<file path="config.mk">
export PLATFORM = sky130hd
export DESIGN_NAME = int_float_conversion_unit_flat
export DESIGN_NICKNAME = d
export VERILOG_FILES = /design/src/hw/rtl/ifc_pkg.sv /design/src/hw/rtl/ifc_if.sv /design/src/hw/rtl/ifc_lzc.sv /design/src/hw/rtl/int_float_conversion_unit.sv /design/src/flat_wrapper.sv
export SDC_FILE = /design/constraint.sdc
export NUM_CORES = 2
export LEC_CHECK = 0
export BUFFER_PORTS_ARGS = -buffer_cell sky130_fd_sc_hd__buf_2
export CAP_MARGIN = 15
export CORE_ASPECT_RATIO = 1.2
export CORE_MARGIN = 3
export CORE_UTILIZATION = 30
export DETAILED_ROUTE_END_ITERATION = 10
export MAX_ROUTING_LAYER = met4
export PLACE_DENSITY = 0.41
export SETUP_SLACK_MARGIN = 0.1
export SLEW_MARGIN = 20
export SYNTH_ARGS = -nofsm -noshare
export SYNTH_HDL_FRONTEND = slang
export SYNTH_HIERARCHICAL = 1
export SYNTH_SLANG_ARGS = --single-unit
</file>
<file path="constraint.sdc">
create_clock -name clk -period 28.8 [get_ports clk]
set_input_delay 5.76 -clock clk [delete_from_list [all_inputs] [get_ports clk]]
set_output_delay 5.76 -clock clk [all_outputs]
set_load 0.005 [all_outputs]
</file>
<file path="src/hw/rtl/ifc_pkg.sv">
`default_nettype none
package ifc_pkg;

  localparam int unsigned OpWidth = 4;
  localparam int unsigned DataWidth = 64;

  typedef enum logic [3:0] {
    OP_I32_I8   = 4'd0,
    OP_I32_I16  = 4'd1,
    OP_I32_I64  = 4'd2,
    OP_I32_F32  = 4'd3,
    OP_I32_F64  = 4'd4,
    OP_I64_I32  = 4'd5,
    OP_I64_F32  = 4'd6,
    OP_I64_F64  = 4'd7,
    OP_F32_I32  = 4'd8,
    OP_F32_I64  = 4'd9,
    OP_F32_F64  = 4'd10,
    OP_F64_I32  = 4'd11,
    OP_F64_I64  = 4'd12,
    OP_F64_F32  = 4'd13
  } op_t;

  // per-item control: opcode and wide flag
  typedef struct packed {
    logic [3:0] op;
    logic       wide;
  } ctl_t;

endpackage
`default_nettype wire

</file>
<file path="src/hw/rtl/ifc_if.sv">
`default_nettype none
interface ifc_in_if;
  logic        valid;
  logic        ready;
  logic [3:0]  opcode;
  logic [63:0] operand;
  modport source (output valid, output opcode, output operand, input ready);
  modport sink (input valid, input opcode, input operand, output ready);
endinterface

interface ifc_out_if;
  logic        valid;
  logic        ready;
  logic [63:0] result;
  logic        result_is_wide;
  modport source (output valid, output result, output result_is_wide, input ready);
  modport sink (input valid, input result, input result_is_wide, output ready);
endinterface
`default_nettype wire

</file>
<file path="src/hw/rtl/ifc_lzc.sv">
`default_nettype none
// position of the highest set bit of a 64-bit word, two levels of 8-way search
module ifc_lzc (
  input  wire logic [63:0] val,
  output logic      [5:0]  pos
);
  logic [7:0] grp_nz;
  logic [2:0] hi_g;
  logic [7:0] byte_v;
  logic [2:0] hi_b;

  always_comb begin
    for (int g = 0; g < 8; g++) begin
      grp_nz[g] = |val[g*8 +: 8];
    end
    hi_g = 3'd0;
    for (int g = 0; g < 8; g++) begin
      if (grp_nz[g]) hi_g = 3'(g);
    end
    byte_v = val[{hi_g, 3'b000} +: 8];
    hi_b = 3'd0;
    for (int b = 0; b < 8; b++) begin
      if (byte_v[b]) hi_b = 3'(b);
    end
    pos = {hi_g, hi_b};
  end
endmodule
`default_nettype wire

</file>
<file path="src/hw/rtl/int_float_conversion_unit.sv">
`default_nettype none
// channel | dir | payload                  | handshake
// in      | in  | opcode[3:0] operand[63:0] | in.valid / in.ready
// out     | out | result[63:0] result_is_wide | out.valid / out.ready
// four register stages: decode/magnitude, normalize shift, round, pack
// one word per cycle sustained while the output accepts results
// the normalize shift and the rounding increment set the stage depth
// rst_n clears the stage valid bits only; a stall at the output holds every stage
module int_float_conversion_unit (
  input  wire logic clk,
  input  wire logic rst_n,
  ifc_in_if.sink    in_ch,
  ifc_out_if.source out_ch
);
  // s1: unpack into sign, magnitude (sig), binary exponent of bit 0 (e2)
  // kind: 0 pass or special (already final), 1 to-float, 2 to-int
  localparam logic [1:0] K_PASS = 2'd0, K_FLT = 2'd1, K_INT = 2'd2;

  logic adv;
  logic v1_r, v2_r, v3_r, v4_r;
  assign adv = !v4_r || out_ch.ready;
  assign in_ch.ready = adv;

  // ---------------- stage 1 ----------------
  logic [3:0]  op_i;
  logic [63:0] x;
  logic [31:0] lo;
  assign op_i = in_ch.opcode;
  assign x = in_ch.operand;
  assign lo = x[31:0];

  logic [1:0]  k_nxt;
  logic        neg_nxt, wide_nxt, dst_dbl_nxt, nbits64_nxt;
  logic [63:0] sig_nxt, fin_nxt;
  logic signed [12:0] e2_nxt;

  logic [1:0]  k1_r;
  logic        neg1_r, wide1_r, dbl1_r, n64_1_r;
  logic [63:0] sig1_r, fin1_r;
  logic signed [12:0] e21_r;

  always_comb begin
    logic        sd, nn;
    logic [10:0] ex;
    logic [51:0] fr;
    logic        s;
    k_nxt = K_PASS; neg_nxt = 1'b0; wide_nxt = 1'b0; dst_dbl_nxt = 1'b0;
    nbits64_nxt = 1'b0; sig_nxt = '0; fin_nxt = '0; e2_nxt = '0;
    sd = 1'b0; ex = '0; fr = '0; s = 1'b0; nn = 1'b0;
    case (op_i)
      ifc_pkg::OP_I32_I8:  fin_nxt = {32'd0, {24{lo[7]}}, lo[7:0]};
      ifc_pkg::OP_I32_I16: fin_nxt = {32'd0, {16{lo[15]}}, lo[15:0]};
      ifc_pkg::OP_I32_I64: begin fin_nxt = {{32{lo[31]}}, lo}; wide_nxt = 1'b1; end
      ifc_pkg::OP_I64_I32: fin_nxt = {32'd0, lo};
      ifc_pkg::OP_I32_F32, ifc_pkg::OP_I32_F64: begin
        k_nxt = K_FLT; neg_nxt = lo[31];
        sig_nxt = {32'd0, lo[31] ? 32'(-lo) : lo};
        dst_dbl_nxt = (op_i == ifc_pkg::OP_I32_F64); wide_nxt = dst_dbl_nxt;
      end
      ifc_pkg::OP_I64_F32, ifc_pkg::OP_I64_F64: begin
        k_nxt = K_FLT; neg_nxt = x[63];
        sig_nxt = x[63] ? -x : x;
        dst_dbl_nxt = (op_i == ifc_pkg::OP_I64_F64); wide_nxt = dst_dbl_nxt;
      end
      ifc_pkg::OP_F32_I32, ifc_pkg::OP_F32_I64, ifc_pkg::OP_F32_F64,
      ifc_pkg::OP_F64_I32, ifc_pkg::OP_F64_I64, ifc_pkg::OP_F64_F32: begin
        sd = (op_i == ifc_pkg::OP_F64_I32) || (op_i == ifc_pkg::OP_F64_I64) ||
             (op_i == ifc_pkg::OP_F64_F32);
        if (sd) begin
          s = x[63]; ex = x[62:52]; fr = x[51:0];
        end else begin
          s = lo[31]; ex = {3'd0, lo[30:23]}; fr = {29'd0, lo[22:0]};
        end
        neg_nxt = s;
        nn = sd ? (ex == 11'h7ff) : (ex == 11'h0ff);
        if (ex == 11'd0) begin
          sig_nxt = {12'd0, fr};
          e2_nxt = sd ? -13'sd1074 : -13'sd149;
        end else begin
          sig_nxt = sd ? {11'd0, 1'b1, fr} : {40'd0, 1'b1, fr[22:0]};
          e2_nxt = sd ? 13'($signed({2'b0, ex}) - 13'sd1075)
                      : 13'($signed({2'b0, ex}) - 13'sd150);
        end
        if (op_i == ifc_pkg::OP_F32_F64 || op_i == ifc_pkg::OP_F64_F32) begin
          dst_dbl_nxt = !sd; wide_nxt = !sd; k_nxt = K_FLT;
          if (nn) begin
            k_nxt = K_PASS;
            if (sd) fin_nxt = {32'd0, s, 8'hff, (fr != 0), fr[50:29]} ;
            else fin_nxt = {s, 11'h7ff, (fr != 0), fr[21:0], 29'd0};
          end else if (sig_nxt == 0) begin
            k_nxt = K_PASS;
            fin_nxt = sd ? {32'd0, s, 31'd0} : {s, 63'd0};
          end
        end else begin
          nbits64_nxt = (op_i == ifc_pkg::OP_F32_I64) || (op_i == ifc_pkg::OP_F64_I64);
          wide_nxt = nbits64_nxt;
          k_nxt = K_INT;
          if (nn) begin
            k_nxt = K_PASS;
            fin_nxt = nbits64_nxt ? {1'b1, 63'd0} : {32'd0, 1'b1, 31'd0};
          end
        end
      end
      default: ;
    endcase
  end

  always_ff @(posedge clk) begin
    if (!rst_n) v1_r <= 1'b0;
    else if (adv) v1_r <= in_ch.valid;
    if (adv) begin
      k1_r <= k_nxt; neg1_r <= neg_nxt; wide1_r <= wide_nxt; dbl1_r <= dst_dbl_nxt;
      n64_1_r <= nbits64_nxt; sig1_r <= sig_nxt; fin1_r <= fin_nxt; e21_r <= e2_nxt;
    end
  end

  // ---------------- stage 2: leading one, shift amounts ----------------
  logic [5:0] p;
  ifc_lzc u_lzc (.val(sig1_r), .pos(p));

  // to-float: sh = q - e2 with q = max(e, 1-bias) - fb, e = p + e2
  // to-int: left or right shift by e2
  logic signed [13:0] e_s, q_s, sh_s;
  logic [63:0] mag_nxt;
  logic        ovf_nxt;

  always_comb begin
    logic signed [13:0] emin, fb;
    logic [5:0] shl;
    logic [127:0] wide_sh;
    emin = dbl1_r ? -14'sd1022 : -14'sd126;
    fb = dbl1_r ? 14'sd52 : 14'sd23;
    e_s = 14'($signed({8'd0, p})) + 14'(e21_r);
    q_s = ((e_s > emin) ? e_s : emin) - fb;
    sh_s = q_s - 14'(e21_r);
    // integer path: magnitude limited to 64 bits
    mag_nxt = '0; ovf_nxt = 1'b0; shl = 6'(e21_r); wide_sh = '0;
    if (e21_r >= 0) begin
      if (e21_r >= 13'sd64) ovf_nxt = (sig1_r != 0);
      else begin
        wide_sh = {64'd0, sig1_r} << shl;
        ovf_nxt = (wide_sh[127:64] != 0);
        mag_nxt = wide_sh[63:0];
      end
    end else if (e21_r > -13'sd64) begin
      mag_nxt = sig1_r >> 6'(-e21_r);
    end
  end

  logic [1:0]  k2_r;
  logic        neg2_r, wide2_r, dbl2_r, n64_2_r, ovf2_r;
  logic [63:0] sig2_r, fin2_r, mag2_r;
  logic signed [13:0] q2_r, sh2_r;

  always_ff @(posedge clk) begin
    if (!rst_n) v2_r <= 1'b0;
    else if (adv) v2_r <= v1_r;
    if (adv) begin
      k2_r <= k1_r; neg2_r <= neg1_r; wide2_r <= wide1_r; dbl2_r <= dbl1_r;
      n64_2_r <= n64_1_r; sig2_r <= sig1_r; fin2_r <= fin1_r; mag2_r <= mag_nxt;
      ovf2_r <= ovf_nxt; q2_r <= q_s; sh2_r <= sh_s;
    end
  end

  // ---------------- stage 3: shift and round ----------------
  logic [63:0] keep_nxt;
  logic [63:0] ires_nxt;

  always_comb begin
    logic [6:0]  sa;
    logic [63:0] msk, rem, half, kp;
    logic [63:0] lim, mn, m;
    sa = '0; msk = '0; rem = '0; half = '0; kp = '0;
    if (sh2_r <= 0) begin
      kp = sig2_r << 6'(-sh2_r);
    end else if (sh2_r >= 14'sd65) begin
      kp = '0;
    end else if (sh2_r == 14'sd64) begin
      kp = {63'd0, sig2_r > {1'b1, 63'd0}};
    end else begin
      sa = 7'(sh2_r);
      msk = (64'd1 << sa[5:0]) - 64'd1;
      rem = sig2_r & msk;
      half = 64'd1 << (sa[5:0] - 6'd1);
      kp = sig2_r >> sa[5:0];
      if (rem > half || (rem == half && kp[0])) kp = kp + 64'd1;
    end
    keep_nxt = kp;
    // integer path
    mn = n64_2_r ? {1'b1, 63'd0} : 64'h0000_0000_8000_0000;
    lim = neg2_r ? mn : mn - 64'd1;
    m = mag2_r;
    if (ovf2_r || m > lim) ires_nxt = mn;
    else begin
      ires_nxt = neg2_r ? -m : m;
      if (!n64_2_r) ires_nxt = {32'd0, ires_nxt[31:0]};
    end
  end

  logic [1:0]  k3_r;
  logic        neg3_r, wide3_r, dbl3_r;
  logic [63:0] fin3_r, keep3_r;
  logic signed [13:0] q3_r;

  always_ff @(posedge clk) begin
    if (!rst_n) v3_r <= 1'b0;
    else if (adv) v3_r <= v2_r;
    if (adv) begin
      k3_r <= k2_r; neg3_r <= neg2_r; wide3_r <= wide2_r; dbl3_r <= dbl2_r;
      fin3_r <= (k2_r == K_INT) ? ires_nxt : fin2_r;
      keep3_r <= keep_nxt; q3_r <= q2_r;
    end
  end

  // ---------------- stage 4: pack ----------------
  logic [63:0] res_nxt;

  always_comb begin
    logic [63:0] kp, mg;
    logic signed [13:0] q, be;
    logic [5:0]  fb;
    logic [11:0] emax;
    kp = keep3_r; q = q3_r; mg = '0;
    fb = dbl3_r ? 6'd52 : 6'd23;
    emax = dbl3_r ? 12'd2047 : 12'd255;
    if ((kp >> (fb + 6'd1)) != 0) begin
      kp = kp >> 1; q = q + 14'sd1;
    end
    be = q + 14'($signed({8'd0, fb})) + (dbl3_r ? 14'sd1023 : 14'sd127);
    if ((kp >> fb) != 0) begin
      if (be >= 14'($signed({2'b0, emax}))) mg = {52'd0, emax} << fb;
      else mg = ({50'd0, be} << fb) | (kp & ((64'd1 << fb) - 64'd1));
    end else mg = kp;
    if (k3_r == K_FLT) begin
      if (dbl3_r) res_nxt = {neg3_r, mg[62:0]};
      else res_nxt = {32'd0, neg3_r, mg[30:0]};
    end else res_nxt = fin3_r;
  end

  logic [63:0] res4_r;
  logic        wide4_r;

  always_ff @(posedge clk) begin
    if (!rst_n) v4_r <= 1'b0;
    else if (adv) v4_r <= v3_r;
    if (adv) begin
      res4_r <= res_nxt; wide4_r <= wide3_r;
    end
  end

  assign out_ch.valid = v4_r;
  assign out_ch.result = res4_r;
  assign out_ch.result_is_wide = wide4_r;
endmodule
`default_nettype wire

</file>
<file path="src/flat_wrapper.sv">
// flat-port wrapper written by rule: the top's interface ports become plain ports
module int_float_conversion_unit_flat 
  (clk, rst_n, in_ch_valid, in_ch_opcode, in_ch_operand, in_ch_ready, out_ch_valid, out_ch_result, out_ch_result_is_wide, out_ch_ready);
  ifc_in_if in_ch_i ();
  ifc_out_if out_ch_i ();
  input  wire logic clk;
  input  wire logic rst_n;
  input wire logic [$bits(in_ch_i.valid)-1:0] in_ch_valid;
  input wire logic [$bits(in_ch_i.opcode)-1:0] in_ch_opcode;
  input wire logic [$bits(in_ch_i.operand)-1:0] in_ch_operand;
  output wire logic [$bits(in_ch_i.ready)-1:0] in_ch_ready;
  output wire logic [$bits(out_ch_i.valid)-1:0] out_ch_valid;
  output wire logic [$bits(out_ch_i.result)-1:0] out_ch_result;
  output wire logic [$bits(out_ch_i.result_is_wide)-1:0] out_ch_result_is_wide;
  input wire logic [$bits(out_ch_i.ready)-1:0] out_ch_ready;
  assign in_ch_i.valid = in_ch_valid;
  assign in_ch_i.opcode = in_ch_opcode;
  assign in_ch_i.operand = in_ch_operand;
  assign in_ch_ready = in_ch_i.ready;
  assign out_ch_valid = out_ch_i.valid;
  assign out_ch_result = out_ch_i.result;
  assign out_ch_result_is_wide = out_ch_i.result_is_wide;
  assign out_ch_i.ready = out_ch_ready;
  int_float_conversion_unit u_core (.clk(clk), .rst_n(rst_n), .in_ch(in_ch_i), .out_ch(out_ch_i));
endmodule
</file>
# ---- Yosys cells after proc, flatten, opt, wreduce, memory -nomap -nowiden
# Index checks and enable logic that the tools add are counted.
dict set report totals {
  inputBits 72
  out_inout_bits 67
  ff_bits 590
}
dict set report classes {
  n_shift 12
  eq_ne 19
  bitwise 4
  reduce_logical 30
  add_sub_neg 19
  n_mux 73
  magnitude_cmp 10
}
# cell n
set ops {}
lappend ops {{64-bit 2-to-1 mux} 26}
lappend ops {{64-bit case mux with 5 select lines} 1}
lappend ops {{64-bit nonzero test} 4}
lappend ops {{64-bit by 6-bit right shift with 64-bit output} 4}
lappend ops {{64-bit case mux with 3 select lines} 1}
lappend ops {{64-bit > comparator} 2}
lappend ops {{64-bit negator} 2}
lappend ops {{1-bit by 6-bit left shift with 64-bit output, first input constant} 2}
lappend ops {{64-bit by 6-bit left shift with 128-bit output} 1}
lappend ops {{64-bit by 1-bit subtractor with 64-bit output, second input constant} 2}
lappend ops {{63-bit 2-to-1 mux} 2}
lappend ops {{52-bit 2-to-1 mux} 2}
lappend ops {{64-bit by 1-bit adder with 64-bit output, second input constant} 1}
lappend ops {{64-bit bitwise AND} 1}
lappend ops {{64-bit equality test} 1}
lappend ops {{64-bit > comparator, second input constant} 1}
lappend ops {{64-bit zero test} 1}
lappend ops {{64-bit by 7-bit indexed part select with 8-bit output} 1}
lappend ops {{64-bit by 6-bit left shift with 64-bit output} 1}
lappend ops {{63-bit bitwise AND} 1}
lappend ops {{63-bit bitwise OR} 1}
lappend ops {{1-bit by 6-bit left shift with 63-bit output, first input constant} 1}
lappend ops {{11-bit by 6-bit left shift with 63-bit output} 1}
lappend ops {{14-bit by 6-bit left shift with 63-bit output} 1}
lappend ops {{other kinds (53)} 106}

# ---- Longest topological paths before layout
dict set report depth {
  ltp_word 21
  depth_mapped 45
  depth_no_buf 42
}

# ---- Cells and area by module
# The synthesis kept the hierarchy.
# module area_per_inst_um2 seq_area_each_um2 n_inst cells_per_inst
set modules_own_cells {}
lappend modules_own_cells {int_float_conversion_unit 51381.8 17046.3 1 5578}
lappend modules_own_cells {ifc_lzc 739.5 0.0 1 104}

# ---- Least setup slack after synthesis
# No wires, ideal clock.
dict set report synth_timing {
  path_type {input to output}
  startpoint {in out_ch_ready}
  endpoint {out in_ch_ready}
  arrival_time_ps 21292
  setup_slack_ps 1748
  path_stages 2
  cell_sequence {nand2b_1 -> clkbuf_1}
}
dict set report synth_via {
  elab_chain_cells 1
}
# element line
set synth_rtl {}
lappend synth_rtl {{from (decl)} flat_wrapper.sv:15} ;# input wire logic [$bits(out_ch_i.ready)-1:0] out_ch_ready;
lappend synth_rtl {{1-bit logical OR} int_float_conversion_unit.sv:21} ;# assign adv = !v4_r || out_ch.ready;
lappend synth_rtl {{to (decl)} flat_wrapper.sv:11} ;# output wire logic [$bits(in_ch_i.ready)-1:0] in_ch_ready;
# No other way between the ends.

# ---- Worst setup path after layout
# Same ends and word-level chain as after synthesis.

==> summary.log <==
[pwr] power spent charging and discharging nets 3.00 mW
[critical_path] register-to-register setup slack 17,640 ps
[critical_path] path type of the worst setup path in2out
[die] Initial Utilization 30.4%
[cts] hold buffer count at CTS 0
[routing] mean number of vias per cell 6.09
[critical_path] crit path cell chain buf_2 -> nand2b_4 -> buf_2
[critical_path] cell type with the highest occurrence count on the critical path sky130_fd_sc_hd__buf_2
[critical_path] CP Capture Type output pin
[timing] setup tns final 0 ps
[pwr] fraction of power consumed by combinational cells 63.8%
[critical_path] Critical Path Source Type input pin
[die] CORE AREA 172,000 um^2
[cts] cell at the root of the clock tree sky130_fd_sc_hd__clkbuf_16
[die] die span in y 463 um
[cts] Skew-Pair Late Insertion Delay 710 ps
[routing] routed metal-1 wire length 106,000 um
[logic_synthesis] sequential-to-total area share from yosys stat 32.7%
[logic_synthesis] Synth Area in Compound Gates 17.8%
[cells_and_area] Area growth syn-to-layout 10.1%
[critical_path] endpoint arrival time on the critical path 6820 ps
[logic_synthesis] number of flops mapped to enable cells by yosys 565
[cts] cells resized by post-CTS repair 0
[timing] time the final worst path needs with I/O delays and setup 12,580 ps
[timing] worst hold slack 411 ps
[logic_synthesis] post-synthesis simple-gate area fraction 18.9%
[timing] RSZ-0062 raised after global routing false
[routing] number of nets with antenna violations after detailed routing 0
[logic_synthesis] area leader, netlist sky130_fd_sc_hd__edfxtp_1
[critical_path] Critical Path Start out_ch_ready
[global_routing] vias in the first global route 46,800
[logic_synthesis] number of unique standard cell types used by synthesis 121
[routing] detailed-routed wire length on met3 14,400 um
[placed_design] input/output buffers 138
[cts] H-tree level count 3
[critical_path] Max stage delay on crit path 730 ps
[flow_run] Max-Cap Viols 0
[die] DIE WIDTH 387 um
[routing] sum of met2 wire segment lengths after detailed routing 125,000 um
[routing] highest routing layer actually used met4
[timing] Final Max Tran Viols 0
[logic_synthesis] Cell Area, Synth 52,100 um^2
[routing] number of vias in the routed layout 48,300
[cells_and_area] Final nets 5,869
[logic_synthesis] cell count after synthesis 5,682
[die] number of primary I/O pins 139
[timing] Least-Margin Pin Slew 1210 ps
[placed_design] routability-driven placement congestion ratio 0.972
[timing] Setup-failing EPs final 0
[pwr] internal portion of total power 2.79 mW
[critical_path] slowest stage cell, crit path sky130_fd_sc_hd__nand2b_4
[cts] maximum number of buffers from clock root to sink 3
[routing] Routed Wire Length 263,000 um
[routing] DRC violation count after routing 0
[timing] Post-Route Skew 63.3 ps
[critical_path] required time of the critical path 23,040 ps
[routing] count of TritonRoute iterations in the first routing pass 5
[logic_synthesis] Syn Nets 5,951
[logic_synthesis] Post-synth top cells 658 x sky130_fd_sc_hd__nand2_1, 606 x sky130_fd_sc_hd__nor2_1, 565 x sky130_fd_sc_hd__edfxtp_1, 401 x sky130_fd_sc_hd__o21ai_0, 372 x sky130_fd_sc_hd__a21oi_1
[logic_synthesis] mux share of post-synthesis cell area 17.6%
[die] Cell Rows 166
[critical_path] beginning of the worst register-to-register path u_core/sig1_r[25]$_DFFE_PP_
[critical_path] Crit path depth 3
[pwr] switching power share of the total 51.8%
[cts] number of clock sinks seen by CTS 569
[logic_synthesis] top area cells in the synthesized netlist sky130_fd_sc_hd__edfxtp_1 33%, sky130_fd_sc_hd__mux4_2 9.4%, sky130_fd_sc_hd__mux2i_1 5.5%, sky130_fd_sc_hd__nand2_1 4.7%, sky130_fd_sc_hd__ha_1 4.6%
[logic_synthesis] adder-cell share of the synthesized area 4.79%
[global_routing] leftover overflow at the end of global routing 0
[critical_path] worst r2r dst u_core/sh2_r[13]$_DFFE_PP_
[pwr] leakage power 22.0 nW
[logic_synthesis] fraction of post-synthesis cell area in the top cell type by area 32.6%
[critical_path] count of buffering cells on the critical path with inverters included 2
[pwr] fraction of power consumed by the clock network 15.6%
[logic_synthesis] top_reg_cell synth sky130_fd_sc_hd__edfxtp_1
[placed_design] half-perimeter wire length of the detailed placement result 199,000 um
[routing] number of DRC markers after the initial detailed-route iteration 5,591
[logic_synthesis] Synth warnings 6
[timing] Slew headroom 19.6%
[timing] final period utilization 43.7%
[global_routing] wire length of the first global-routing pass 366,000 um
[global_routing] overall track demand over capacity in global routing 29.2%
[logic_synthesis] xor/xnor share of the synthesized area 3.68%
[critical_path] Register-to-Register Path Depth 38
[global_routing] maximum number of pins on one net before global-route repair 158
[worst_hold_path] worst hold path type reg2reg
[global_routing] number of antenna violations at the first check in global routing 12
[critical_path] family of cells with the greatest summed delay on the critical path simple AND/OR/NAND/NOR gates
[cells_and_area] share of layout cells above drive strength 1 14.4%
[logic_synthesis] flip-flop and latch count after synthesis 569
[pwr] Reg power frac 20.7%
[cts] TritonCTS clock tree yes
[routing] WL/cell 33.2 um
[pwr] peak ir drop on the vdd network 0.0699 mV
[timing] number of endpoints with negative hold slack in the final report 0
[cts] Post-CTS Setup Repair Bufs 0
[pwr] PwrDens 101 nW/um^2
[cts] number of CTS-inserted buffers 68
[critical_path] CP max FO 68
[critical_path] Critical path destination in_ch_ready
[logic_synthesis] ys async rst share 0%
[timing] timing-limited maximum frequency 0.0795 GHz
[logic_synthesis] most frequently used cell type in the post-synthesis netlist sky130_fd_sc_hd__nand2_1
[die] die area 179,000 um^2
[logic_synthesis] combinational family with the most area after synthesis simple AND/OR/NAND/NOR gates
[logic_synthesis] Mean Syn Cell Area 9.17 um^2
[run_status] result of the run finished, final reports clean
[cts] CTS clk-pin slew, worst paths 50 ps
final cells by class:
| cell class | count | area (um^2) |
|---|---|---|
| clock buffer | 79 | 1740 |
| fill | 18000 | 114000 |
| sequential | 569 | 17000 |
| clock inverter | 43 | 577 |
| multi-input combinational | 4573 | 32900 |
| tap | 2268 | 2840 |
| inverter | 91 | 342 |
| antenna | 11 | 27.5 |
| timing repair buffer | 297 | 1930 |
cells by family (layout without fill, tap and decap cells):
logic type / after synthesis / after routing
other: 0 / 11
AND/OR/NAND/NOR: 2080 / 2080
buffers and inverters: 540 / 510
adder cells (fa/ha/maj): 197 / 197
flip-flops: 569 / 569
multiplexers: 604 / 604
XOR/XNOR: 219 / 219
AO/OA/AOI/OAI: 1473 / 1473
registers in the layout, indices dropped and copies added, names as in the netlist, 2 cells and up:
| name | count |
|---|---|
| u_core/fin3_r | 64 |
| u_core/keep3_r | 64 |
| u_core/mag2_r | 64 |
| u_core/out_ch.result | 64 |
| u_core/sig1_r | 64 |
| u_core/sig2_r | 64 |
| u_core/fin1_r | 54 |
| u_core/fin2_r | 54 |
| u_core/q2_r | 14 |
| u_core/q3_r | 14 |
| u_core/sh2_r | 14 |
| u_core/e21_r | 12 |
| u_core/k1_r | 2 |
| u_core/k2_r | 2 |
| u_core/k3_r | 2 |
cells in the final DEF (no fill, tap or decap), types with 43 or more instances in the layout:
master / netlist / layout
sky130_fd_sc_hd__nor2b_1: 44 / 43
sky130_fd_sc_hd__a211oi_1: 59 / 59
sky130_fd_sc_hd__mux2i_1: 287 / 287
sky130_fd_sc_hd__nor4_1: 105 / 105
sky130_fd_sc_hd__mux2_2: 80 / 80
sky130_fd_sc_hd__o22ai_1: 83 / 83
sky130_fd_sc_hd__a22oi_1: 45 / 45
sky130_fd_sc_hd__xnor2_1: 110 / 99
sky130_fd_sc_hd__inv_1: 82 / 80
sky130_fd_sc_hd__nor3_1: 124 / 124
sky130_fd_sc_hd__nand2_1: 658 / 658
sky130_fd_sc_hd__a21oi_1: 372 / 371
sky130_fd_sc_hd__o211ai_1: 50 / 50
sky130_fd_sc_hd__o21ai_0: 401 / 399
sky130_fd_sc_hd__nand4_1: 77 / 77
sky130_fd_sc_hd__and2_1: 63 / 63
sky130_fd_sc_hd__a21o_1: 61 / 61
sky130_fd_sc_hd__xor2_1: 109 / 108
sky130_fd_sc_hd__nand3_1: 154 / 154
sky130_fd_sc_hd__buf_4: 10 / 155
sky130_fd_sc_hd__o31ai_1: 87 / 86
sky130_fd_sc_hd__ha_1: 193 / 191
sky130_fd_sc_hd__buf_2: 38 / 138
sky130_fd_sc_hd__mux4_2: 217 / 217
sky130_fd_sc_hd__edfxtp_1: 565 / 565
sky130_fd_sc_hd__nor2_1: 606 / 602
sky130_fd_sc_hd__clkbuf_16: 0 / 68
how the worst min path moves through the flow:
stage                                start                           to  slack, ps  cells after the start
2_1_floorplan      u_core/dbl2_r$_DFFE_PP_      u_core/dbl3_r$_DFFE_PP_        400                      0
3_3_place_gp   u_core/fin1_r[30]$_DFFE_PP_  u_core/fin2_r[30]$_DFFE_PP_        400                      0
3_5_place_dp   u_core/fin1_r[18]$_DFFE_PP_  u_core/fin2_r[18]$_DFFE_PP_        400                      0
4_1_cts        u_core/fin1_r[13]$_DFFE_PP_  u_core/fin2_r[13]$_DFFE_PP_        410                      0
5_1_grt        u_core/fin1_r[14]$_DFFE_PP_  u_core/fin2_r[14]$_DFFE_PP_        420                      0
6_report       u_core/fin1_r[13]$_DFFE_PP_  u_core/fin2_r[13]$_DFFE_PP_        410                      0
per-layer routing:
metal | GRT usage, % | up-vias
li1 | - | 21500
met1 | 35.5 | 24100
met2 | 47.6 | 2188
met3 | 3.06 | 550
met4 | 16.2 | 0
met5 | - | -
metrics by stage:
stage | total power [mW] | setup WS, ps | util, % | cell area, um^2 | instances
finish | 5.79 | 16220 | 33.4 | 57400 | 7931
global route | 6.08 | 16110 | 33.4 | 57400 | 7924
CTS | 5.75 | 16170 | 33.4 | 57300 | 7920
detailed placement | 4.82 | 16180 | 32.1 | 55000 | 7798
global placement | 4.85 | 16170 | 32.1 | 55000 | 7798
floorplan | 3.56 | 1750 | - | 52100 | 5682
power by group through the flow:
| stage | combinational, mW | sequential (mW) | clock, mW |
|---|---|---|---|
| 3_5_place_dp | 3.62 | 1.21 | 0 |
| 2_1_floorplan | 2.41 | 1.15 | 0 |
| 4_1_cts | 3.63 | 1.19 | 0.928 |
| 6_report | 3.69 | 1.20 | 0.901 |
| 3_3_place_gp | 3.64 | 1.21 | 0 |
| 5_1_grt | 3.91 | 1.21 | 0.959 |
No activity file was read; power rests on OpenSTA's default activity.
